==> src/design/glyph_to_vector_commands_defines.svh <==
// Assertion macros shared by the glyph_to_vector_commands design files.
`ifndef GLYPH_TO_VECTOR_COMMANDS_DEFINES_SVH
`define GLYPH_TO_VECTOR_COMMANDS_DEFINES_SVH

`ifndef ASSERT_OFF
`define GTVC_ASSERT(lbl, clk, rst_n, prop, msg) \
    lbl: assert property (@(posedge clk) disable iff (!rst_n) prop) else $error(msg);
`define GTVC_ASSERT_NEVER(lbl, clk, rst_n, cond, msg) \
    lbl: assert property (@(posedge clk) disable iff (!rst_n) !(cond)) else $error(msg);
`else
`define GTVC_ASSERT(lbl, clk, rst_n, prop, msg)
`define GTVC_ASSERT_NEVER(lbl, clk, rst_n, cond, msg)
`endif

`endif

==> src/design/gtvc_pkg.sv <==
// Types, constants and glyph ROM for the glyph to vector command block.
package gtvc_pkg;

    localparam int ROW_LEN     = 8;
    localparam int QUEUE_DEPTH = 4;
    localparam int CFG_IDX_W   = 1;
    localparam int CFG_DATA_W  = 4;

    localparam logic [7:0] MARK_UP  = 8'hFE;
    localparam logic [7:0] MARK_END = 8'hFF;

    localparam logic [2:0] SVEC_TAG = 3'b010;

    localparam logic [2:0] LIT_RESET = 3'd2;
    localparam logic [3:0] ADV_RESET = 4'd12;

    typedef enum logic [CFG_IDX_W-1:0] {
        REG_LIT_BRIGHTNESS = 1'b0,
        REG_ADVANCE_WIDTH  = 1'b1
    } t_cfg_reg;

    typedef logic [$clog2(ROW_LEN)-1:0] t_row_idx;
    typedef logic [0:ROW_LEN-1][7:0]    t_glyph_row;

    // one queued command: a stroke point or the final cell advance
    typedef struct packed {
        logic       adv;
        logic       dark;
        logic [3:0] x;
        logic [3:0] y;
    } t_cmd;

    typedef struct packed {
        logic valid;
        t_cmd cmd;
    } t_q_xfer;

    function automatic t_glyph_row glyph_row(input logic [6:0] code);
        t_glyph_row row;
        case (code)
            7'h20: row = 64'hFF00_0000_0000_0000;
            7'h21: row = 64'h4032_5240_FE44_4CFF;
            7'h22: row = 64'h2A26_FE6A_66FF_0000;
            7'h23: row = 64'h0484_626A_8808_2A22;
            7'h24: row = 64'h6226_6AFE_4C40_FF00;
            7'h25: row = 64'h008C_FE2A_28FE_6462;
            7'h26: row = 64'h804C_8804_4084_FF00;
            7'h27: row = 64'h266A_FF00_0000_0000;
            7'h28: row = 64'h6024_286C_FF00_0000;
            7'h29: row = 64'h2064_682C_FF00_0000;
            7'h2A: row = 64'h004C_8008_8800_FF00;
            7'h2B: row = 64'h1676_FE49_43FF_0000;
            7'h2C: row = 64'h2042_FF00_0000_0000;
            7'h2D: row = 64'h2666_FF00_0000_0000;
            7'h2E: row = 64'h3040_FF00_0000_0000;
            7'h2F: row = 64'h008C_FF00_0000_0000;
            7'h30: row = 64'h0080_8C0C_008C_FF00;
            7'h31: row = 64'h404C_3AFF_0000_0000;
            7'h32: row = 64'h0C8C_8705_0080_FF00;
            7'h33: row = 64'h0C8C_8000_FE06_86FF;
            7'h34: row = 64'h0C06_86FE_8C80_FF00;
            7'h35: row = 64'h0080_8607_0C8C_FF00;
            7'h36: row = 64'h0C00_8085_07FF_0000;
            7'h37: row = 64'h0C8C_8640_FF00_0000;
            7'h38: row = 64'h0080_8C0C_00FE_0686;
            7'h39: row = 64'h808C_0C07_85FF_0000;
            7'h3A: row = 64'h4947_FE45_43FF_0000;
            7'h3B: row = 64'h4947_FE45_12FF_0000;
            7'h3C: row = 64'h6026_6CFF_0000_0000;
            7'h3D: row = 64'h1474_FE18_78FF_0000;
            7'h3E: row = 64'h2066_2CFF_0000_0000;
            7'h3F: row = 64'h084C_8844_FE41_40FF;
            7'h40: row = 64'h8440_0408_4C88_4436;
            7'h41: row = 64'h0008_4C88_80FE_0484;
            7'h42: row = 64'h000C_4C8A_4682_4000;
            7'h43: row = 64'h8000_0C8C_FF00_0000;
            7'h44: row = 64'h000C_4C88_8440_00FF;
            7'h45: row = 64'h8000_0C8C_FE06_66FF;
            7'h46: row = 64'h000C_8CFE_0666_FF00;
            7'h47: row = 64'h6684_8000_0C8C_FF00;
            7'h48: row = 64'h000C_FE06_86FE_8C80;
            7'h49: row = 64'h0080_FE40_4CFE_0C8C;
            7'h4A: row = 64'h0440_808C_FF00_0000;
            7'h4B: row = 64'h000C_FE8C_0660_FF00;
            7'h4C: row = 64'h8000_0CFF_0000_0000;
            7'h4D: row = 64'h000C_488C_80FF_0000;
            7'h4E: row = 64'h000C_808C_FF00_0000;
            7'h4F: row = 64'h000C_8C80_00FF_0000;
            7'h50: row = 64'h000C_8C86_05FF_0000;
            7'h51: row = 64'h000C_8C84_00FE_4480;
            7'h52: row = 64'h000C_8C86_05FE_4580;
            7'h53: row = 64'h0220_8085_070C_6C8A;
            7'h54: row = 64'h0C8C_FE4C_40FF_0000;
            7'h55: row = 64'h0C02_4082_8CFF_0000;
            7'h56: row = 64'h0C40_8CFF_0000_0000;
            7'h57: row = 64'h0C20_4460_8CFF_0000;
            7'h58: row = 64'h008C_FE0C_80FF_0000;
            7'h59: row = 64'h0C46_8CFE_4640_FF00;
            7'h5A: row = 64'h0C8C_0080_FE26_66FF;
            7'h5B: row = 64'h6020_2C6C_FF00_0000;
            7'h5C: row = 64'h0C80_FF00_0000_0000;
            7'h5D: row = 64'h2060_6C2C_FF00_0000;
            7'h5E: row = 64'h264C_66FF_0000_0000;
            7'h5F: row = 64'h0080_FF00_0000_0000;
            7'h60: row = 64'h2A66_FF00_0000_0000;
            7'h7B: row = 64'h6042_4A6C_FE26_46FF;
            7'h7C: row = 64'h4045_FE46_4CFF_0000;
            7'h7D: row = 64'h4062_6A4C_FE66_86FF;
            7'h7E: row = 64'h0428_6488_FF00_0000;
            default: row = '0;
        endcase
        return row;
    endfunction

    function automatic logic [7:0] glyph_byte(input logic [6:0] code, input t_row_idx idx);
        t_glyph_row row;
        row = glyph_row(code);
        return row[idx];
    endfunction

endpackage

==> src/design/gtvc_queue.sv <==
// Small command queue between the front end and the back end.
`include "glyph_to_vector_commands_defines.svh"

module gtvc_queue (
    input  logic              i_clk,
    input  logic              i_rst_n,
    input  gtvc_pkg::t_q_xfer i_push,
    output logic              o_full,
    output gtvc_pkg::t_q_xfer o_pop
);

    localparam int PTR_W = $clog2(gtvc_pkg::QUEUE_DEPTH);
    localparam int CNT_W = $clog2(gtvc_pkg::QUEUE_DEPTH + 1);

    gtvc_pkg::t_cmd   r_mem [gtvc_pkg::QUEUE_DEPTH];
    logic [PTR_W-1:0] r_wptr, n_wptr;
    logic [PTR_W-1:0] r_rptr, n_rptr;
    logic [CNT_W-1:0] r_count, n_count;
    logic             w_pop;
    logic             w_push;

    assign o_full    = (r_count == CNT_W'(gtvc_pkg::QUEUE_DEPTH));
    assign w_pop     = (r_count != '0);
    assign w_push    = i_push.valid && !o_full;
    assign o_pop.valid = w_pop;
    assign o_pop.cmd   = r_mem[r_rptr];

    always_comb begin
        n_wptr  = r_wptr;
        n_rptr  = r_rptr;
        n_count = r_count;
        if (w_push) begin
            n_wptr = r_wptr + 1'b1;
        end
        if (w_pop) begin
            n_rptr = r_rptr + 1'b1;
        end
        case ({w_push, w_pop})
            2'b10:   n_count = r_count + 1'b1;
            2'b01:   n_count = r_count - 1'b1;
            default: n_count = r_count;
        endcase
    end

    always_ff @(posedge i_clk) begin
        if (!i_rst_n) begin
            r_wptr  <= '0;
            r_rptr  <= '0;
            r_count <= '0;
        end else begin
            r_wptr  <= n_wptr;
            r_rptr  <= n_rptr;
            r_count <= n_count;
        end
        if (w_push) begin
            r_mem[r_wptr] <= i_push.cmd;
        end
    end

    `GTVC_ASSERT_NEVER(a_push_full, i_clk, i_rst_n,
        i_push.valid && o_full, "push into a full command queue")
    `GTVC_ASSERT(a_count_step, i_clk, i_rst_n,
        i_push.valid && !w_pop |=> r_count == $past(r_count) + 1'b1, "queue count lost a push")

endmodule

==> config.mk <==
export PLATFORM = sky130hd
export DESIGN_NAME = gtvc_queue
export DESIGN_NICKNAME = d
export VERILOG_FILES = /design/src/design/gtvc_pkg.sv /design/src/design/gtvc_queue.sv
export VERILOG_INCLUDE_DIRS = /design/src /design/src/design
export SDC_FILE = /design/constraint.sdc
export NUM_CORES = 1
export LEC_CHECK = 0
export BUFFER_PORTS_ARGS = -buffer_cell sky130_fd_sc_hd__buf_2
export CORE_ASPECT_RATIO = 1.2
export CORE_MARGIN = 2
export CORE_UTILIZATION = 50
export CTS_CLUSTER_DIAMETER = 50
export CTS_CLUSTER_SIZE = 16
export DETAILED_ROUTE_END_ITERATION = 7
export PLACE_DENSITY = 0.71
export SLEW_MARGIN = 5
export SYNTH_ARGS = -nofsm -noshare
export SYNTH_HDL_FRONTEND = slang
export SYNTH_SLANG_ARGS = --single-unit
==> constraint.sdc <==
create_clock -name i_clk -period 1.4 [get_ports i_clk]
set_input_delay 0.07 -clock i_clk [delete_from_list [all_inputs] [get_ports i_clk]]
set_output_delay 0.07 -clock i_clk [all_outputs]
set_load 0.03 [all_outputs]
# Word level (Yosys, flattened, before mapping)
# Memories as Yosys holds them, arrays and structs flattened. A register that Yosys moved wholly into a read port is not among the register bits.
# Cells that the tools add are included.
dict set report classes {
  add_sub_neg 4
  eq_ne 3
  n_mux 5
  reduce_logical 4
}
# cell count
set op_table {}
lappend op_table {{$pmux 3 s2} 1}
lappend op_table {{$add 2x1->2 const B} 2}
lappend op_table {{$mux 2} 2}
lappend op_table {{$add 3x1->3 const B} 1}
lappend op_table {{$eq 3x3->1 const B} 1}
lappend op_table {{$reduce_bool 3->1} 1}
lappend op_table {{$sub 3x1->3 const B} 1}
lappend op_table {{$eq 2x1->1 const B} 1}
lappend op_table {{$eq 2x2->1 const B} 1}
lappend op_table {{$mux 1} 2}
lappend op_table {{$reduce_bool 2->1} 1}
lappend op_table {{$logic_and 1x1->1} 1}
lappend op_table {{$logic_not 1->1} 1}
dict set report totals {
  register_bits 7
  mem_bits_rw 40
  in_bits 13
  output_inout_bits 12
  wordCells 20
  memories 1
}
# name words word_bits read_ports rd_clocked_by_memory_dff wr line
set memory_table {}
lappend memory_table {r_mem 4 10 1 1 1 gtvc_queue.sv:15} ;# gtvc_pkg::t_cmd r_mem [gtvc_pkg::QUEUE_DEPTH];

# Logic depth before layout (Yosys ltp)
dict set report depth {
  depth_word 5
  mapped_depth 7
  mapped_depth_nobuf 6
}

# Worst setup path after synthesis
# No wires, ideal clock.
dict set report synth_path {
  kind {reg2reg}
  startpoint {register r_count[1]}
  endpoint {register r_count[1]}
  setup_ns 0.060
  arrival_time_ns 1.495
  t_required_ns 1.340
  path_slack_ns -0.155
  stages_incl_launch_ff 8
  path_buffers 1
  synth_period_minus_slack_ns 1.555
  cell_sequence {dfxtp_1 buf_6 nor3_2 inv_1 nand2_1 fa_1 a21oi_1 o221a_1}
}
dict set report synth_via {
  word_cells_on_any_way 10
  cone_classes {add/sub: 2; eq/ne: 3; mux: 1; reduce/logical: 4}
}
# item line
set synth_lines {}
lappend synth_lines {{start, declared} gtvc_queue.sv:18} ;# logic [CNT_W-1:0] r_count, n_count;
lappend synth_lines {{start signal, assigned} gtvc_queue.sv:53} ;# r_count <= n_count;
lappend synth_lines {{$reduce_bool 3->1 *} gtvc_queue.sv:23} ;# assign w_pop = (r_count != '0);
lappend synth_lines {{via w_pop} gtvc_queue.sv:19} ;# logic w_pop;
lappend synth_lines {{$eq 2x1->1 or $eq 2x2->1 (tied branches)} gtvc_queue.sv:38} ;# case ({w_push, w_pop})
lappend synth_lines {{$pmux 3 s2 or $reduce_bool 2->1 (tied branches)} -}
# Mark *: on every way through the listed nets, which the timed path passes. The rest lies on a longest branch.
# A chain may end at the register's enable or synchronous reset.

# Final worst setup path
dict set report layout_path {
  startpoint {register r_count[0]}
  endpoint {register r_count[1]}
}
dict set report layout_via {
  elab_chain_cells 5
  word_cells_on_any_way 10
  cone_classes {add/sub: 2; eq/ne: 3; mux: 1; reduce/logical: 4}
}
# item line
set layout_lines {}
lappend layout_lines {{$eq 3x3->1} gtvc_queue.sv:22} ;# assign o_full = (r_count == CNT_W'(gtvc_pkg::QUEUE_DEPTH));
lappend layout_lines {{$logic_not 1->1} gtvc_queue.sv:24} ;# assign w_push = i_push.valid && !o_full;
lappend layout_lines {{$logic_and 1x1->1} gtvc_queue.sv:24}
lappend layout_lines {{$eq 2x1->1 or $eq 2x2->1 (tied branches)} gtvc_queue.sv:38}
lappend layout_lines {{$pmux 3 s2 or $reduce_bool 2->1 (tied branches)} -}
# Parallel ways exist; a longest one is shown, timed or not.

==> key figures <==
Routing
  – DRT iter0 DRCs: 23
  – Routed length per instance: 16.5 um
  – Total vias in the final route: 1,120
  – DR vias/cell: between 5 and 6
  – Final ANT Viol Nets: 0
  – WL final: 3590 um
  – First-pass detailed-route iteration total: 7
  – Residual DRC: 0

Finish
  – Synth-to-Final Area Change: 33.3%
  – Net count, final: 182
  – Fillers: 239
  – Layout cell share with drive strength beyond 1: 47.9%
  – Diode count: 0

Floorplan
  – Starting Density: 52.9%
  – Row count: 24
  – Full die area: roughly 4400 um^2
  – Core ar.: 3690 um^2
  – Chip height: around 73 um
  – IO Pins: 25
  – Die width: 61.1 um

Critical path
  – Crit path launch type: flip-flop
  – Worst endpoint required time: roughly 1.6 ns
  – Setup CP Type: flip-flop to flip-flop
  – Reg2reg setup slack: -0.21 ns
  – Worst R2R End: r_count[1]
  – Worst Reg-to-Reg Cells: 5
  – CP endpoint kind: flip-flop
  – WP data arrival: 1.80 ns
  – Worst r2r src: r_count[0]
  – CP max FO: 7

Worst hold path
  – Hold_sp: i_rst_n
  – Hold Crit Depth: 2
  – Hold Crit Class: primary input to flip-flop
  – Hold Crit Endpoint: r_count[1]

STA
  – PnR worst setup slack: -0.212 ns
  – Final Max Slew Viols: 0
  – Worst Tran Pin Value: roughly 0.2 ns
  – Final Cycle Share: 115%
  – Slew margin rel.: between 80% and 90%
  – Final hold violation count: 0
  – RSZ-0062 raised after global routing: true
  – Crit path time final: approximately 1.6 ns
  – Final Setup Violations: 54
  – Hold slack: 0.0600 ns
  – Clock skew: 0.00521 ns
  – Fmax: approximately 620 MHz

Logic synthesis
  – Syn Nets: 126
  – Yosys top cell by area: edfxtp_1
  – Yosys top cell area share: 61.4%
  – Leading post-synthesis cells by cell area: edfxtp_1 (61%), mux4_2 (12%), dfxtp_1 (9.2%)
  – Sequential fraction of the synthesis area: 70.6%
  – Yosys reg bits: 49
  – Synth Warn #: 0
  – Synth Instances: 108
  – Synth unique cells: 25
  – Cell Area, Synth: approximately 2000 um^2
  – Mean Syn Cell Area: 18.1 um^2

Power
  – Share of power burned in registers: between 30 and 40%
  – Internal power: 3.31 mW
  – LEAKAGE: 0.955 nW
  – Sw Ratio: 33.9%
  – Power Density: 1920 nW/um^2
  – Power Total: ~5 mW
  – Psw: 1.70 mW
  – Clk network pwr share: 15.8%
  – Gate power share: between 40 and 50%
  – Worst vdd ir: roughly 0.0012 V

Run status
  – Status: finished with violations
  – Failing checks: setup timing

Clock tree
  – Max clock buf depth: 2
  – CTS tree: done
  – Clock transition at path regs: 0.08 ns
  – CTS Buf Count: 5
  – CTS root buffer: clkbuf_8
  – Clk sink count: ~50
  – H-tree depth: 2
  – Clock Latency Late Sink: around 0.3 ns

GRT
  – Grt ovf: 0
  – GR Util All Layers: 16.8%
  – Pin count of the biggest net entering global routing: 16
  – Initial antenna violation count: 0
  – First-pass GRT wire length: 5170 um
  – Vias in the first global route: 1,188

Job
  – Max-cap violations: 0

Place
  – IO buf count: 24
  – Gp weighted congestion: between 0.7 and 0.8
  – Pre-CTS WS: -0.270 ns
  – HPWL after DPL: 2170 um
-- timing repair --
item,4_1_cts,5_1_grt
cloned,1,4
hold buffers,10,0
endpoints found under the setup margin,52,53
pin swaps,1,10
hold endpoints to repair,40,0
buffers inserted,2,3
gates resized for setup,33,12
-- critical path, stage by stage (launching register included) --
cell and delay, ns:
dfxtp_4 0.38, o21ai_4 0.18, nand2_2 0.08, fa_1 0.58
a21oi_2 0.04, o221a_1 0.23
-- final cells by class --
cell class	count	area (um^2)	area share, %
clock inverters	2	15.0	0.576
multi-input cells	51	582	22.3
flip-flops and latches	49	1390	53.4
clock buffers	6	72.6	2.78
repair buffers	50	454	17.4
well taps	52	65.1	2.50
inverters	7	26.3	1.01
-- sequential cells by signal, summed over array words and instances, names as in the netlist, named ones only --
register  cells
r_mem        40
r_count       3
r_rptr        2
r_wptr        2
-- placed cells by master (no fill, tap or decap), drive strengths merged --
cell type and count:
ha 4, a21oi 2, nor2 6, a221oi 1, clkinvlp 2, fa 1
o221a 1, o31ai 1, clkbuf 6, mux2i 2, nand2 5, inv 7
buf 40, xor2 2, mux4 10, a21boi 1, and2 8, o22ai 1
or3 1, nor3 2, dfxtp 9, dlygate4sd3 10, edfxtp 40, o21ai 3
-- routing by layer --
| layer | GRT usage, % | vias to the layer above | routed length [um] |
|---|---|---|---|
| met5 | 0 | - | 0 |
| met4 | 8.70 | 0 | 63 |
| met3 | 3.21 | 7 | 107 |
| met2 | 31.1 | 31 | 2070 |
| met1 | 17.0 | 555 | 1350 |
| li1 | - | 527 | - |
-- worst max path at each step --
stage | start | depth (start not counted) | slack (ns) | endpoint
2_1_floorplan | r_count[1] | 7 | -0.12 | r_count[1]
3_3_place_gp | r_count[0] | 6 | -0.13 | r_count[1]
3_5_place_dp | r_count[0] | 6 | -0.27 | r_count[1]
4_1_cts | flip-flop | 3 | -0.17 | o_pop[4]
5_1_grt | r_count[0] | 5 | -0.25 | r_count[1]
6_report | r_count[0] | 5 | -0.21 | r_count[1]
-- through the flow --
| step | cell area [um^2] | cells | setup TNS, ns | util (%) |
|---|---|---|---|---|
| 3_5_place_dp | 2280 | 193 | -8.04 | 61.8 |
| 4_1_cts | 2600 | 214 | -1.83 | 70.5 |
| 5_1_grt | 2610 | 217 | -5.39 | 70.6 |
| 3_3_place_gp | 2280 | 193 | -4.57 | 61.8 |
| 6_report | 2610 | 217 | -2.98 | 70.6 |
| 2_1_floorplan | 1960 | 108 | -0.405 | - |
-- power by group through the flow --
stage	registers, mW	clock network, mW	logic [mW]
6_report	1.98	0.794	2.24
5_1_grt	2.00	0.869	2.40
4_1_cts	1.97	0.815	2.18
3_5_place_dp	1.96	0	1.83
3_3_place_gp	1.94	0	1.76
2_1_floorplan	1.90	0	1.29
-- logic make-up (layout without fill, tap and decap cells) --
group,count (synthesis),after routing,synth area share [%]
flops,49,49,70.6
simple gates,18,22,4.48
mux,12,12,12.5
buf+inv,12,65,3.71
compound gates,10,10,4.16
fa+ha+maj,5,5,3.58
xor+xnor,2,2,0.896
-- synthesized netlist by cell type (all sizes together) --
master  number
a21boi       1
nor2         6
and2         4
o21ai        3
o31ai        1
xor2         2
o22ai        1
edfxtp      40
a221oi       1
clkbuf       1
nand2        5
dfxtp        9
nor3         2
buf          4
mux2i        2
or3          1
inv          7
ha           4
mux4        10
o221a        1
a21oi        2
fa           1
No activity file was read; power rests on OpenSTA's default activity.
