File: config.mk
export PLATFORM = sky130hd
export DESIGN_NAME = gtvc_back
export DESIGN_NICKNAME = d
export VERILOG_FILES = /design/src/design/glyph_to_vector_commands_defines.svh /design/src/design/gtvc_pkg.sv /design/src/design/gtvc_back.sv
export SDC_FILE = /design/constraint.sdc
export NUM_CORES = 1
export LEC_CHECK = 0
export BUFFER_PORTS_ARGS = -buffer_cell sky130_fd_sc_hd__buf_2
export CORE_ASPECT_RATIO = 1.4
export CORE_UTILIZATION = 45
export CTS_CLUSTER_DIAMETER = 60
export DETAILED_ROUTE_END_ITERATION = 12
export PLACE_DENSITY = 0.72
export SYNTH_ARGS = -nofsm -noshare
export SYNTH_HDL_FRONTEND = slang
export SYNTH_SLANG_ARGS = --single-unit
File: constraint.sdc
create_clock -name i_clk -period 2.1 [get_ports i_clk]
set_clock_uncertainty 0.15 [all_clocks]
set_input_delay 0.315 -clock i_clk [delete_from_list [all_inputs] [get_ports i_clk]]
set_output_delay 0.315 -clock i_clk [all_outputs]
set_load 0.1 [all_outputs]
File: src/design/glyph_to_vector_commands_defines.svh
// Assertion macros shared by the glyph_to_vector_commands design files.
`ifndef GLYPH_TO_VECTOR_COMMANDS_DEFINES_SVH
`define GLYPH_TO_VECTOR_COMMANDS_DEFINES_SVH

`ifndef ASSERT_OFF
`define GTVC_ASSERT(lbl, clk, rst_n, prop, msg) \
    lbl: assert property (@(posedge clk) disable iff (!rst_n) prop) else $error(msg);
`define GTVC_ASSERT_NEVER(lbl, clk, rst_n, cond, msg) \
    lbl: assert property (@(posedge clk) disable iff (!rst_n) !(cond)) else $error(msg);
`else
`define GTVC_ASSERT(lbl, clk, rst_n, prop, msg)
`define GTVC_ASSERT_NEVER(lbl, clk, rst_n, cond, msg)
`endif

`endif

File: src/design/gtvc_pkg.sv
// Types, constants and glyph ROM for the glyph to vector command block.
package gtvc_pkg;

    localparam int ROW_LEN     = 8;
    localparam int QUEUE_DEPTH = 4;
    localparam int CFG_IDX_W   = 1;
    localparam int CFG_DATA_W  = 4;

    localparam logic [7:0] MARK_UP  = 8'hFE;
    localparam logic [7:0] MARK_END = 8'hFF;

    localparam logic [2:0] SVEC_TAG = 3'b010;

    localparam logic [2:0] LIT_RESET = 3'd2;
    localparam logic [3:0] ADV_RESET = 4'd12;

    typedef enum logic [CFG_IDX_W-1:0] {
        REG_LIT_BRIGHTNESS = 1'b0,
        REG_ADVANCE_WIDTH  = 1'b1
    } t_cfg_reg;

    typedef logic [$clog2(ROW_LEN)-1:0] t_row_idx;
    typedef logic [0:ROW_LEN-1][7:0]    t_glyph_row;

    // one queued command: a stroke point or the final cell advance
    typedef struct packed {
        logic       adv;
        logic       dark;
        logic [3:0] x;
        logic [3:0] y;
    } t_cmd;

    typedef struct packed {
        logic valid;
        t_cmd cmd;
    } t_q_xfer;

    function automatic t_glyph_row glyph_row(input logic [6:0] code);
        t_glyph_row row;
        case (code)
            7'h20: row = 64'hFF00_0000_0000_0000;
            7'h21: row = 64'h4032_5240_FE44_4CFF;
            7'h22: row = 64'h2A26_FE6A_66FF_0000;
            7'h23: row = 64'h0484_626A_8808_2A22;
            7'h24: row = 64'h6226_6AFE_4C40_FF00;
            7'h25: row = 64'h008C_FE2A_28FE_6462;
            7'h26: row = 64'h804C_8804_4084_FF00;
            7'h27: row = 64'h266A_FF00_0000_0000;
            7'h28: row = 64'h6024_286C_FF00_0000;
            7'h29: row = 64'h2064_682C_FF00_0000;
            7'h2A: row = 64'h004C_8008_8800_FF00;
            7'h2B: row = 64'h1676_FE49_43FF_0000;
            7'h2C: row = 64'h2042_FF00_0000_0000;
            7'h2D: row = 64'h2666_FF00_0000_0000;
            7'h2E: row = 64'h3040_FF00_0000_0000;
            7'h2F: row = 64'h008C_FF00_0000_0000;
            7'h30: row = 64'h0080_8C0C_008C_FF00;
            7'h31: row = 64'h404C_3AFF_0000_0000;
            7'h32: row = 64'h0C8C_8705_0080_FF00;
            7'h33: row = 64'h0C8C_8000_FE06_86FF;
            7'h34: row = 64'h0C06_86FE_8C80_FF00;
            7'h35: row = 64'h0080_8607_0C8C_FF00;
            7'h36: row = 64'h0C00_8085_07FF_0000;
            7'h37: row = 64'h0C8C_8640_FF00_0000;
            7'h38: row = 64'h0080_8C0C_00FE_0686;
            7'h39: row = 64'h808C_0C07_85FF_0000;
            7'h3A: row = 64'h4947_FE45_43FF_0000;
            7'h3B: row = 64'h4947_FE45_12FF_0000;
            7'h3C: row = 64'h6026_6CFF_0000_0000;
            7'h3D: row = 64'h1474_FE18_78FF_0000;
            7'h3E: row = 64'h2066_2CFF_0000_0000;
            7'h3F: row = 64'h084C_8844_FE41_40FF;
            7'h40: row = 64'h8440_0408_4C88_4436;
            7'h41: row = 64'h0008_4C88_80FE_0484;
            7'h42: row = 64'h000C_4C8A_4682_4000;
            7'h43: row = 64'h8000_0C8C_FF00_0000;
            7'h44: row = 64'h000C_4C88_8440_00FF;
            7'h45: row = 64'h8000_0C8C_FE06_66FF;
            7'h46: row = 64'h000C_8CFE_0666_FF00;
            7'h47: row = 64'h6684_8000_0C8C_FF00;
            7'h48: row = 64'h000C_FE06_86FE_8C80;
            7'h49: row = 64'h0080_FE40_4CFE_0C8C;
            7'h4A: row = 64'h0440_808C_FF00_0000;
            7'h4B: row = 64'h000C_FE8C_0660_FF00;
            7'h4C: row = 64'h8000_0CFF_0000_0000;
            7'h4D: row = 64'h000C_488C_80FF_0000;
            7'h4E: row = 64'h000C_808C_FF00_0000;
            7'h4F: row = 64'h000C_8C80_00FF_0000;
            7'h50: row = 64'h000C_8C86_05FF_0000;
            7'h51: row = 64'h000C_8C84_00FE_4480;
            7'h52: row = 64'h000C_8C86_05FE_4580;
            7'h53: row = 64'h0220_8085_070C_6C8A;
            7'h54: row = 64'h0C8C_FE4C_40FF_0000;
            7'h55: row = 64'h0C02_4082_8CFF_0000;
            7'h56: row = 64'h0C40_8CFF_0000_0000;
            7'h57: row = 64'h0C20_4460_8CFF_0000;
            7'h58: row = 64'h008C_FE0C_80FF_0000;
            7'h59: row = 64'h0C46_8CFE_4640_FF00;
            7'h5A: row = 64'h0C8C_0080_FE26_66FF;
            7'h5B: row = 64'h6020_2C6C_FF00_0000;
            7'h5C: row = 64'h0C80_FF00_0000_0000;
            7'h5D: row = 64'h2060_6C2C_FF00_0000;
            7'h5E: row = 64'h264C_66FF_0000_0000;
            7'h5F: row = 64'h0080_FF00_0000_0000;
            7'h60: row = 64'h2A66_FF00_0000_0000;
            7'h7B: row = 64'h6042_4A6C_FE26_46FF;
            7'h7C: row = 64'h4045_FE46_4CFF_0000;
            7'h7D: row = 64'h4062_6A4C_FE66_86FF;
            7'h7E: row = 64'h0428_6488_FF00_0000;
            default: row = '0;
        endcase
        return row;
    endfunction

    function automatic logic [7:0] glyph_byte(input logic [6:0] code, input t_row_idx idx);
        t_glyph_row row;
        row = glyph_row(code);
        return row[idx];
    endfunction

endpackage

File: src/design/gtvc_back.sv
// Back end: turns queued commands into relative short-vector words.
module gtvc_back (
    input  logic              i_clk,
    input  logic              i_rst_n,
    input  gtvc_pkg::t_q_xfer i_pop,
    input  logic [2:0]        i_lit_brightness,
    input  logic [3:0]        i_advance_width,
    output logic              o_done,
    output logic              o_strobe,
    output logic [15:0]       o_command_word,
    output logic              o_last_word
);

    logic [3:0]  r_x, n_x;
    logic [3:0]  r_y, n_y;
    logic        r_strobe;
    logic [15:0] r_word, n_word;
    logic        r_last, n_last;
    logic [4:0]  w_dx;
    logic [4:0]  w_dy;
    logic [2:0]  w_bright;

    always_comb begin
        n_x = r_x;
        n_y = r_y;
        if (i_pop.cmd.adv) begin
            w_dx     = {1'b0, i_advance_width} - {1'b0, r_x};
            w_dy     = 5'd0 - {1'b0, r_y};
            w_bright = 3'd0;
            n_last   = 1'b1;
        end else begin
            w_dx     = {1'b0, i_pop.cmd.x} - {1'b0, r_x};
            w_dy     = {1'b0, i_pop.cmd.y} - {1'b0, r_y};
            w_bright = i_pop.cmd.dark ? 3'd0 : i_lit_brightness;
            n_last   = 1'b0;
        end
        n_word = {gtvc_pkg::SVEC_TAG, w_dy, w_bright, w_dx};
        if (i_pop.valid) begin
            n_x = i_pop.cmd.adv ? 4'd0 : i_pop.cmd.x;
            n_y = i_pop.cmd.adv ? 4'd0 : i_pop.cmd.y;
        end
    end

    always_ff @(posedge i_clk) begin
        if (!i_rst_n) begin
            r_x      <= '0;
            r_y      <= '0;
            r_strobe <= 1'b0;
        end else begin
            r_x      <= n_x;
            r_y      <= n_y;
            r_strobe <= i_pop.valid;
        end
        if (i_pop.valid) begin
            r_word <= n_word;
            r_last <= n_last;
        end
    end

    assign o_done         = i_pop.valid && i_pop.cmd.adv;
    assign o_strobe       = r_strobe;
    assign o_command_word = r_word;
    assign o_last_word    = r_last;

endmodule

# After elaboration in Yosys (flattened, before gate mapping)
# Cells that the tools add are included.
[word_totals] latch_bits=0 mem_count=0 romBits=0 reg_bits=23 ram_bits=0 elab_cells=17 inputBits=20
[op_classes] addsub=4 div=0 multipliers=0 n_shift=0 n_reduce_logical=2 n_eq_ne=0 n_lt_le_gt_ge=0 mux=5 bitwise=0
[op_table] cell="$sub 4x4->5" count=3
[op_table] cell="$mux 5" count=2
[op_table] cell="$mux 4" count=2
[op_table] cell="$sub 1x4->5 const A" count=1
[op_table] cell="$reduce_or 2->1" count=1
[op_table] cell="$logic_and 1x1->1" count=1
[op_table] cell="$mux 1" count=1

# Longest topological paths before layout
# Gate-level depths: netlist of run 1.
[logic_depth] depth_word=2 ltp_mapped=7 ltp_nobuf=7

# Worst setup path before layout of run 1
# No wires, ideal clock.
[synth_path] kind="input port to flip-flop" startpoint="input i_pop[9] (netlist name)" endpoint="register r_word[3], in the netlist o_command_word[3] (data pin)" stages=6 arrival_time_ns=1.444 slack_ns=0.248 path_buffers=1 setup_time_ns=0.258 path_cell_list="buf_6 -> mux2_2 -> ha_1 -> a21o_1 -> a31oi_1 -> xnor2_1"
[synth_via] elab_chain_cells=1
[synth_lines] item="start, declared" line="gtvc_back.sv:5" rtl="input gtvc_pkg::t_q_xfer i_pop,"
[synth_lines] item="$mux 5" line="gtvc_back.sv:26" rtl="if (i_pop.cmd.adv) begin"
[synth_lines] item="net w_dx[3]" line="gtvc_back.sv:19" rtl="logic [4:0] w_dx;"
[synth_lines] item="end signal, assigned" line="gtvc_back.sv:55" rtl="r_word <= n_word;"
[synth_lines] item="end, declared" line="gtvc_back.sv:17" rtl="logic [15:0] r_word, n_word;"
# The timed path passes the listed nets, and every way through them passes these cells.
# A chain may end at the register's enable or synchronous reset.

# Worst setup path in the final report of run 1
# Same ends and word-level chain as after synthesis.

==> metrics, run 1 <==
status finished clean; Async SR Flop Fraction 0; Post-CTS Resized 0; routed vias 775; worst setup margin 0.374 ns; top post-synthesis cells by area edfxtp_1 (36%), dfxtp_1 (15%), ha_1 (8.5%); Clk Latency, worst-skew pair 0.30 ns; Critical Path RT 2.02 ns; Setup violations, final 0; die width 45.3 um; critical path endpoint category register; largest net degree at the start of global routing 16; pre-CTS setup slack 0.0441 ns; part of the cycle the worst path needs 0.822; CTS tree built; Worst-path clk slew 0.11 ns; grt total ovfl 0; Core Region 2440 sq um; Pleak 0.628 nW; count leader, synth edfxtp_1; Internal Power 679 uW; critical-path cell list buf_2, mux2_2, ha_1, a21o_1, a31oi_1, xnor2_1; slowest stage delay, CP 0.37 ns; Syn. warnings 0; Die ar. 2830 sq um; final std cells w/o fill 169; Max Slew Vio Count 0; DRT iter0 DRCs 8; vias in the first global route 714; area leader, netlist edfxtp_1; DP Cell Count 165; CP Class in2reg; area of the multi-input gates 497 sq um; Power per Cell Area 789 nW/um^2; final setup TNS 0 ns; crit path max fanout 11; GP Congestion 0.791; VDD IR max 0.000436 V; Hold Violations, Final 0; Avg Inst Size Synth 12.0 sq um; drt first pass iters 4; Initial Utilization 0.483; worst hold start i_lit_brightness[2]; nets 166; Setup crit start kind input pin; most common flop cell mapped by yosys edfxtp_1; Post-DP Area 1390 sq um; clock buffer depth 2; WL/cell 10.7 um; Flop pwr share 0.473; combinational group share of total power 0.348; initial antenna violation count 0; Max Cap Viol 0; H-tree depth 1; Final Cell Area 1410 sq um; # rows 21; synth unique cells 24; Routed Wire Length 1.82 mm; crit path buf inv count 1; CTS buffer count 3; critical path arrival 1.64 ns; Sw Share 0.390; first-pass GRT wire length 3.03 mm; Post-synth EDFFs 14; Sequential Area 601 sq um; layout cells sized above 1 0.341; worst hold margin 0.135 ns; Crit. Startpoint i_pop[9]; switching power total 435 uW; Hold Buf Count CTS 0; CP max stage cell mux2_2; Post-Synthesis Cells 98; dpl hpwl 1.45 mm; root buf cell clkbuf_4; commonest cells in the netlist edfxtp_1 (14), inv_1 (11), dfxtp_1 (9); Post-CTS Setup Inserts 0; register area share after synthesis 0.509; Synth top area share 0.356; minimum clock period 1.73 ns; Power Total 1.11 mW; worst min-delay path category in2reg; reg-to-reg startpoint r_y[0]; Die Ht 62.6 um; IO Port Bufs 35; Top delay family on crit path multiplexers; setup repair after global routing missed its margin no; FILL cells 220; Synth Cell Area 1180 sq um; final core utilization 0.578; fmax 579 MHz; Sink Count 23; synthesis-stage register bit count 23; # DRC 0; via density per instance 4.59; Layout area overhead 19.7%; antenna cells 0; total track usage 0.145; Clock power frac 0.178; antenna viol nets, final 0; io pins 39
==> kinds of logic (layout without fill, tap and decap cells) <==
kind of cell / after synthesis / after routing / synth area share
multiplexers: 8 / 8 / 0.0710
adder cells (fa/ha/maj): 10 / 10 / 0.119
buffers and inverters: 16 / 52 / 0.0732
AO/OA/AOI/OAI: 11 / 11 / 0.0541
other: 2 / 3 / 0.00637
AND/OR/NAND/NOR: 24 / 24 / 0.138
flip-flops: 23 / 23 / 0.509
XOR/XNOR: 4 / 4 / 0.0297
==> cells in the final DEF (no fill, tap or decap), drive strengths merged <==
cell type   n
a21o        3
a21oi       4
a31oi       1
and2        9
and2b       2
buf        37
clkbuf      4
conb        3
dfxtp       9
edfxtp     14
fa          2
ha          8
inv        11
mux2        3
mux2i       5
nand2       1
nand2b      1
nand3b      4
nor2        1
nor2b       6
o21ai       3
xnor2       1
xor2        3
==> cell type report <==
type	count	share of cell area
well taps	34	0.0301
multi-input cells	60	0.352
repair buffers	37	0.145
clock buffers	4	0.0186
flip-flops and latches	23	0.425
inverters	11	0.0292
==> flip-flops by register name, summed over array words and instances (netlist names) <==
name            cells
o_strobe            1
r_y                 4
o_last_word         1
o_command_word     13
r_x                 4
==> metal layers <==
metal  GRT usage  routed length (um)
met4      0.0682                  29
met5           0                   0
met1       0.168                 773
met2       0.248                 925
met3      0.0231                  86
==> path summary, 6_finish.rpt <==
kind,endpoint,slack (ns),cells past startpoint
worst max-delay path,o_command_word[3],0.37,6
worst min-delay path,o_command_word[7],0.14,2
worst max register to register,o_command_word[12],0.53,5
worst min register to register,r_x[0],0.39,2
==> power groups by stage <==
stage,combinational (mW),sequential [mW],clock [mW]
after floorplan,0.120,0.743,0
after global placement,0.385,0.538,0
after detailed placement,0.391,0.538,0
after CTS,0.392,0.528,0.210
after global routing,0.409,0.531,0.227
final,0.388,0.527,0.199
Power figures use the tool's default switching activity.
==> run 2, diff against run 1 <==
--- a/config.mk
+++ b/config.mk
@@ -7,10 +7,10 @@
 export LEC_CHECK = 0
 export BUFFER_PORTS_ARGS = -buffer_cell sky130_fd_sc_hd__buf_2
 export CORE_ASPECT_RATIO = 1.4
-export CORE_UTILIZATION = 45
+export CORE_UTILIZATION = 44
 export CTS_CLUSTER_DIAMETER = 60
 export DETAILED_ROUTE_END_ITERATION = 12
-export PLACE_DENSITY = 0.72
+export PLACE_DENSITY = 0.74
 export SYNTH_ARGS = -nofsm -noshare
 export SYNTH_HDL_FRONTEND = slang
 export SYNTH_SLANG_ARGS = --single-unit
==> constraint.sdc (replaced) <==
create_clock -name i_clk -period 1.4 [get_ports i_clk]
set_clock_uncertainty 0.15 [all_clocks]
set_input_delay 0.21 -clock i_clk [delete_from_list [all_inputs] [get_ports i_clk]]
set_output_delay 0.21 -clock i_clk [all_outputs]
set_load 0.1 [all_outputs]
==> metrics, run 2 (synthesized netlist as in run 1, its figures left out) <==
status finished, violations left; failing checks negative setup slack; clock buffer depth 2 (unchanged); antenna cells 0 (unchanged); IO Port Bufs 35 (unchanged); Hold Buf Count CTS 0 (unchanged); DRT iter0 DRCs 17 (+9); commonest non-fill, non-tap cell in the layout buf_4; root buf cell clkbuf_4; fmax 657 MHz; vias in the first global route 802 (+12%); max reg flops 13 (unchanged); Power Total 1.86 mW (+67%); die width 45.8 um (+1.1%); # rows 21 (unchanged); Worst-path clk slew 0.13 ns (+0.02 ns); initial antenna violation count 0 (unchanged); antenna viol nets, final 0 (unchanged); CTS buffer count 3 (unchanged); worst min-delay path category in2reg; part of the cycle the worst path needs 1.09; # DRC 0 (unchanged); CTS tree built; total track usage 0.180 (+0.0347); minimum clock period 1.52 ns; Core Region 2470 sq um (+1.1%); largest net degree at the start of global routing 14 (-2); nets 176 (+6.0%); most frequent cells in the layout buf_4 (20), buf_2 (18), edfxtp_1 (14); critical path endpoint category register; worst setup margin -0.123 ns (-0.496 ns); layout cells sized above 1 0.566 (+0.225); Max Slew Vio Count 0 (unchanged); CP Class reg2reg; crit path max fanout 2 (-9); Die Ht 63.3 um (+1.1%); WL/cell 13.1 um (+22%); worst hold margin 0.0282 ns (-0.107 ns); drt first pass iters 4 (unchanged); Pleak 0.750 nW (+19%); Setup crit start kind register; Die ar. 2900 sq um (+2.2%); GP Congestion 0.756 (-4.5%); pre-CTS setup slack -0.479 ns (-0.524 ns); H-tree depth 1 (unchanged); via density per instance 4.72 (+2.9%); Hold Violations, Final 0 (unchanged); final std cells w/o fill 179 (+5.9%); io pins 39 (unchanged); VDD IR max 0.000612 V (+40%); critical path arrival 1.53 ns (-0.11 ns); Critical Path RT 1.41 ns (-0.61 ns); grt total ovfl 0 (unchanged); Max Cap Viol 0 (unchanged); DP Cell Count 174 (+5.5%); Clk Latency, worst-skew pair 0.31 ns (about the same); setup repair after global routing missed its margin yes; Routed Wire Length 2.34 mm (+29%); Setup violations, final 5 (+5); first-pass GRT wire length 3.69 mm (+22%); Initial Utilization 0.478 (-0.00514); Sink Count 23 (unchanged); routed vias 845 (+9.0%); dpl hpwl 1.74 mm (+20%); Power per Cell Area 1070 nW/um^2 (+36%); Layout area overhead 47.5%
==> run 2: cell count changes in the layout (fill, tap and decap cells not counted), moves of 3 or more <==
cell,change
buf_4,+18
ha_1,-5
buf_12,+7
buf_2,-16
a21oi_2,+3
ha_4,+4
inv_1,-6
dfxtp_2,+5
dfxtp_1,-6
a21oi_1,-3
inv_2,+6
==> run 2: repair_timing <==
item | in CTS | in global routing
gates cloned | 0 | 0
setup endpoints to repair | 15 | 8
resized for setup | 22 | 6
setup buffers | 1 | 0
pin swaps | 5 | 2
==> run 2: final cells by class <==
type | instances | area, sq um
inverters | 11 | 41.3
flip-flops and latches | 23 | 611
repair buffers | 47 | 415
fillers | 192 | 729
clock inverters | 1 | 5.00
well taps | 34 | 42.5
multi-input cells | 60 | 603
clock buffers | 3 | 22.5
==> run 2: metal layers <==
layer | vias up | routed length, um | track usage
li1 | 416 | - | -
met1 | 396 | 907 | 0.216
met2 | 29 | 1290 | 0.304
met3 | 4 | 110 | 0.0287
met4 | 0 | 36 | 0.0772
met5 | - | 0 | 0
==> run 2: report_power, final <==
group | leakage (nW) | switching, mW | internal, mW
clock | 0.0177 | 0.200 | 0.107
sequential | 0.215 | 0.0283 | 0.782
combinational | 0.518 | 0.489 | 0.256
==> run 2: through the flow <==
stage	utilization	setup TNS, ns	instance area (sq um)
floorplan	-	-0.891	1250
global placement	0.657	-2.63	1620
detailed placement	0.657	-2.97	1620
CTS	0.698	-0.190	1720
global route	0.705	-0.614	1740
finish	0.705	-0.316	1740
==> run 2: worst paths after layout <==
| check | to | start | slack [ns] | cells after the start |
|---|---|---|---|---|
| hold reg to reg | r_y[2] | r_y[2] | 0.39 | 2 |
| setup reg to reg | o_command_word[12] | r_y[0] | -0.12 | 5 |
| setup / recovery | o_command_word[12] | r_y[0] | -0.12 | 5 |
| hold / removal | o_command_word[5] | i_lit_brightness[0] | 0.03 | 2 |
==> run 2: worst max-delay path, cell delays in order (launching register included) <==
cell and delay [ns]:
dfxtp_2 0.37, ha_4 0.14, inv_2 0.04, fa_2 0.35, a21o_1 0.17, a21oi_1 0.16
==> run 3, diff against run 2 <==
--- a/config.mk
+++ b/config.mk
@@ -7,10 +7,10 @@
 export LEC_CHECK = 0
 export BUFFER_PORTS_ARGS = -buffer_cell sky130_fd_sc_hd__buf_2
 export CORE_ASPECT_RATIO = 1.4
-export CORE_UTILIZATION = 44
+export CORE_UTILIZATION = 45
 export CTS_CLUSTER_DIAMETER = 60
 export DETAILED_ROUTE_END_ITERATION = 12
-export PLACE_DENSITY = 0.74
+export PLACE_DENSITY = 0.72
 export SYNTH_ARGS = -nofsm -noshare
 export SYNTH_HDL_FRONTEND = slang
 export SYNTH_SLANG_ARGS = --single-unit
==> constraint.sdc (replaced) <==
create_clock -name i_clk -period 1.6 [get_ports i_clk]
set_clock_uncertainty 0.15 [all_clocks]
set_input_delay 0.24 -clock i_clk [delete_from_list [all_inputs] [get_ports i_clk]]
set_output_delay 0.24 -clock i_clk [all_outputs]
set_load 0.1 [all_outputs]
==> metrics, run 3 (synthesized netlist as in run 1, its figures left out) <==
status finished clean; worst r2r dst o_command_word[12]; Power Total 1.48 mW (-21%); fmax 661 MHz (+0.65%); Setup violations, final 0 (-5); minimum clock period 1.51 ns (-0.00991 ns); commonest non-fill, non-tap cell in the layout buf_2; slowest stage delay, CP 0.35 ns (-0.02 ns); Die ar. 2830 sq um (-2.1%); CP Class reg2reg; CP max stage cell dfxtp_2; via density per instance 4.45 (-5.8%); IO Port Bufs 35 (unchanged); part of the cycle the worst path needs 0.945 (-0.142); Internal Power 908 uW (-21%); root buf cell clkbuf_4; # rows 21 (unchanged); hold path depth 2 (unchanged); drt first pass iters 2 (-2); worst min-delay path category in2reg; routed vias 778 (-7.9%); Hold EP o_command_word[6]; # DRC 0 (unchanged); flop2flop setup slack 0.09 ns (+0.21 ns); Sink Count 23 (unchanged); Initial Utilization 0.483 (+0.00514); Clk Latency, worst-skew pair 0.29 ns (-0.02 ns); Worst Reg-to-Reg Cells 5 (unchanged); max reg flops 13 (unchanged); Setup crit start kind register; Critical Path RT 1.60 ns (+0.19 ns); critical-path cell list ha_1, inv_1, fa_2, a21o_1, a21oi_1; most frequent cells in the layout buf_2 (33), edfxtp_1 (14), inv_1 (11); first-pass GRT wire length 3.08 mm (-17%); io pins 39 (unchanged); nets 172 (-2.3%); largest net degree at the start of global routing 15 (+1); H-tree depth 1 (unchanged); VDD IR max 0.000547 V (-11%); DRT iter0 DRCs 15 (-2); reg-to-reg startpoint r_y[0]; setup repair after global routing missed its margin no; Hold Violations, Final 0 (unchanged); CTS tree built; Hold Buf Count CTS 0 (unchanged); CTS buffer count 3 (unchanged); combinational group share of total power 0.358 (-0.042); Max Cap Viol 0 (unchanged); GP Congestion 0.748 (-0.99%); Die Ht 62.6 um (-1.1%); Power per Cell Area 996 nW/um^2 (-7.0%); worst hold margin 0.0648 ns (+0.0366 ns); Layout area overhead 26.0%; layout cells sized above 1 0.397 (-0.168); dpl hpwl 1.44 mm (-18%); worst hold start i_lit_brightness[1]; die width 45.3 um (-1.1%); Flop pwr share 0.468 (+0.033); antenna cells 0 (unchanged); Clock power frac 0.174 (+0.009); initial antenna violation count 0 (unchanged); crit path max fanout 2 (unchanged); Core Region 2440 sq um (-1.1%); Worst-path clk slew 0.12 ns (about the same); WL/cell 10.5 um (-19%); Pleak 0.667 nW (-11%); critical path arrival 1.51 ns (-0.02 ns); total track usage 0.141 (-0.0392); grt total ovfl 0 (unchanged); critical path endpoint category register; Routed Wire Length 1.84 mm (-21%); Max Slew Vio Count 0 (unchanged); clock buffer depth 2 (unchanged); vias in the first global route 791 (-1.4%); Sw Share 0.387 (+0.00133); antenna viol nets, final 0 (unchanged); switching power total 572 uW (-20%); final core utilization 0.608 (-0.0964)
## run 3: through the flow
stage / cell area, sq um / instances / setup slack [ns] / TNS (ns)
after global placement: 1450 / 171 / -0.239 / -1.46
final: 1490 / 175 / 0.0872 / 0
after floorplan: 1210 / 99 / -0.0610 / -0.0610
after global routing: 1490 / 175 / 0.0292 / 0
after detailed placement: 1450 / 171 / -0.286 / -1.63
after CTS: 1480 / 175 / 0.00248 / 0
## run 3: what timing repair did
item | in CTS | in global routing
endpoints found under the setup margin | 0 | 2
gates resized for setup | 0 | 3
buffers inserted | 0 | 0
## run 3: how the worst max path moves through the flow
| stage | startpoint | end | slack (ns) | depth (start not counted) |
|---|---|---|---|---|
| after floorplan | i_pop[9] | o_command_word[3] | -0.06 | 6 |
| after global placement | i_pop[9] | o_command_word[12] | -0.24 | 7 |
| after detailed placement | i_pop[9] | o_command_word[12] | -0.29 | 7 |
| after CTS | r_y[0] | o_command_word[12] | 0.002 | 5 |
| after global routing | i_pop[9] | o_command_word[4] | 0.03 | 8 |
| final | r_y[0] | o_command_word[12] | 0.09 | 5 |
## run 3: per-layer routing
layer	vias up	global-route usage	share of wire
met1	353	0.166	0.43
met4	0	0.0227	0
met3	0	0.0202	0.047
met2	21	0.259	0.52
met5	-	0	0
li1	404	-	-
## run 3: cell type report
class / instances / area (sq um)
multi-input cells: 60 / 522
fillers: 213 / 957
clock buffers: 4 / 26.3
flip-flops and latches: 23 / 602
repair buffers: 43 / 253
inverters: 11 / 41.3
well taps: 34 / 42.5
## run 3: worst max-delay path: cells and delay by family, from the launching register on
family	cells	cell delay [ns]
adders and majority gates	2	0.51
DFF	1	0.35
AOI/OAI and AO/OA	2	0.31
buffers and inverters	1	0.06
## run 3: power by group through the flow
stage | Sequential (mW) | Clock, mW | Combinational, mW
after floorplan | 0.976 | 0 | 0.165
after global placement | 0.706 | 0 | 0.525
after detailed placement | 0.706 | 0 | 0.531
after CTS | 0.693 | 0.265 | 0.533
after global routing | 0.697 | 0.289 | 0.558
final | 0.692 | 0.258 | 0.530
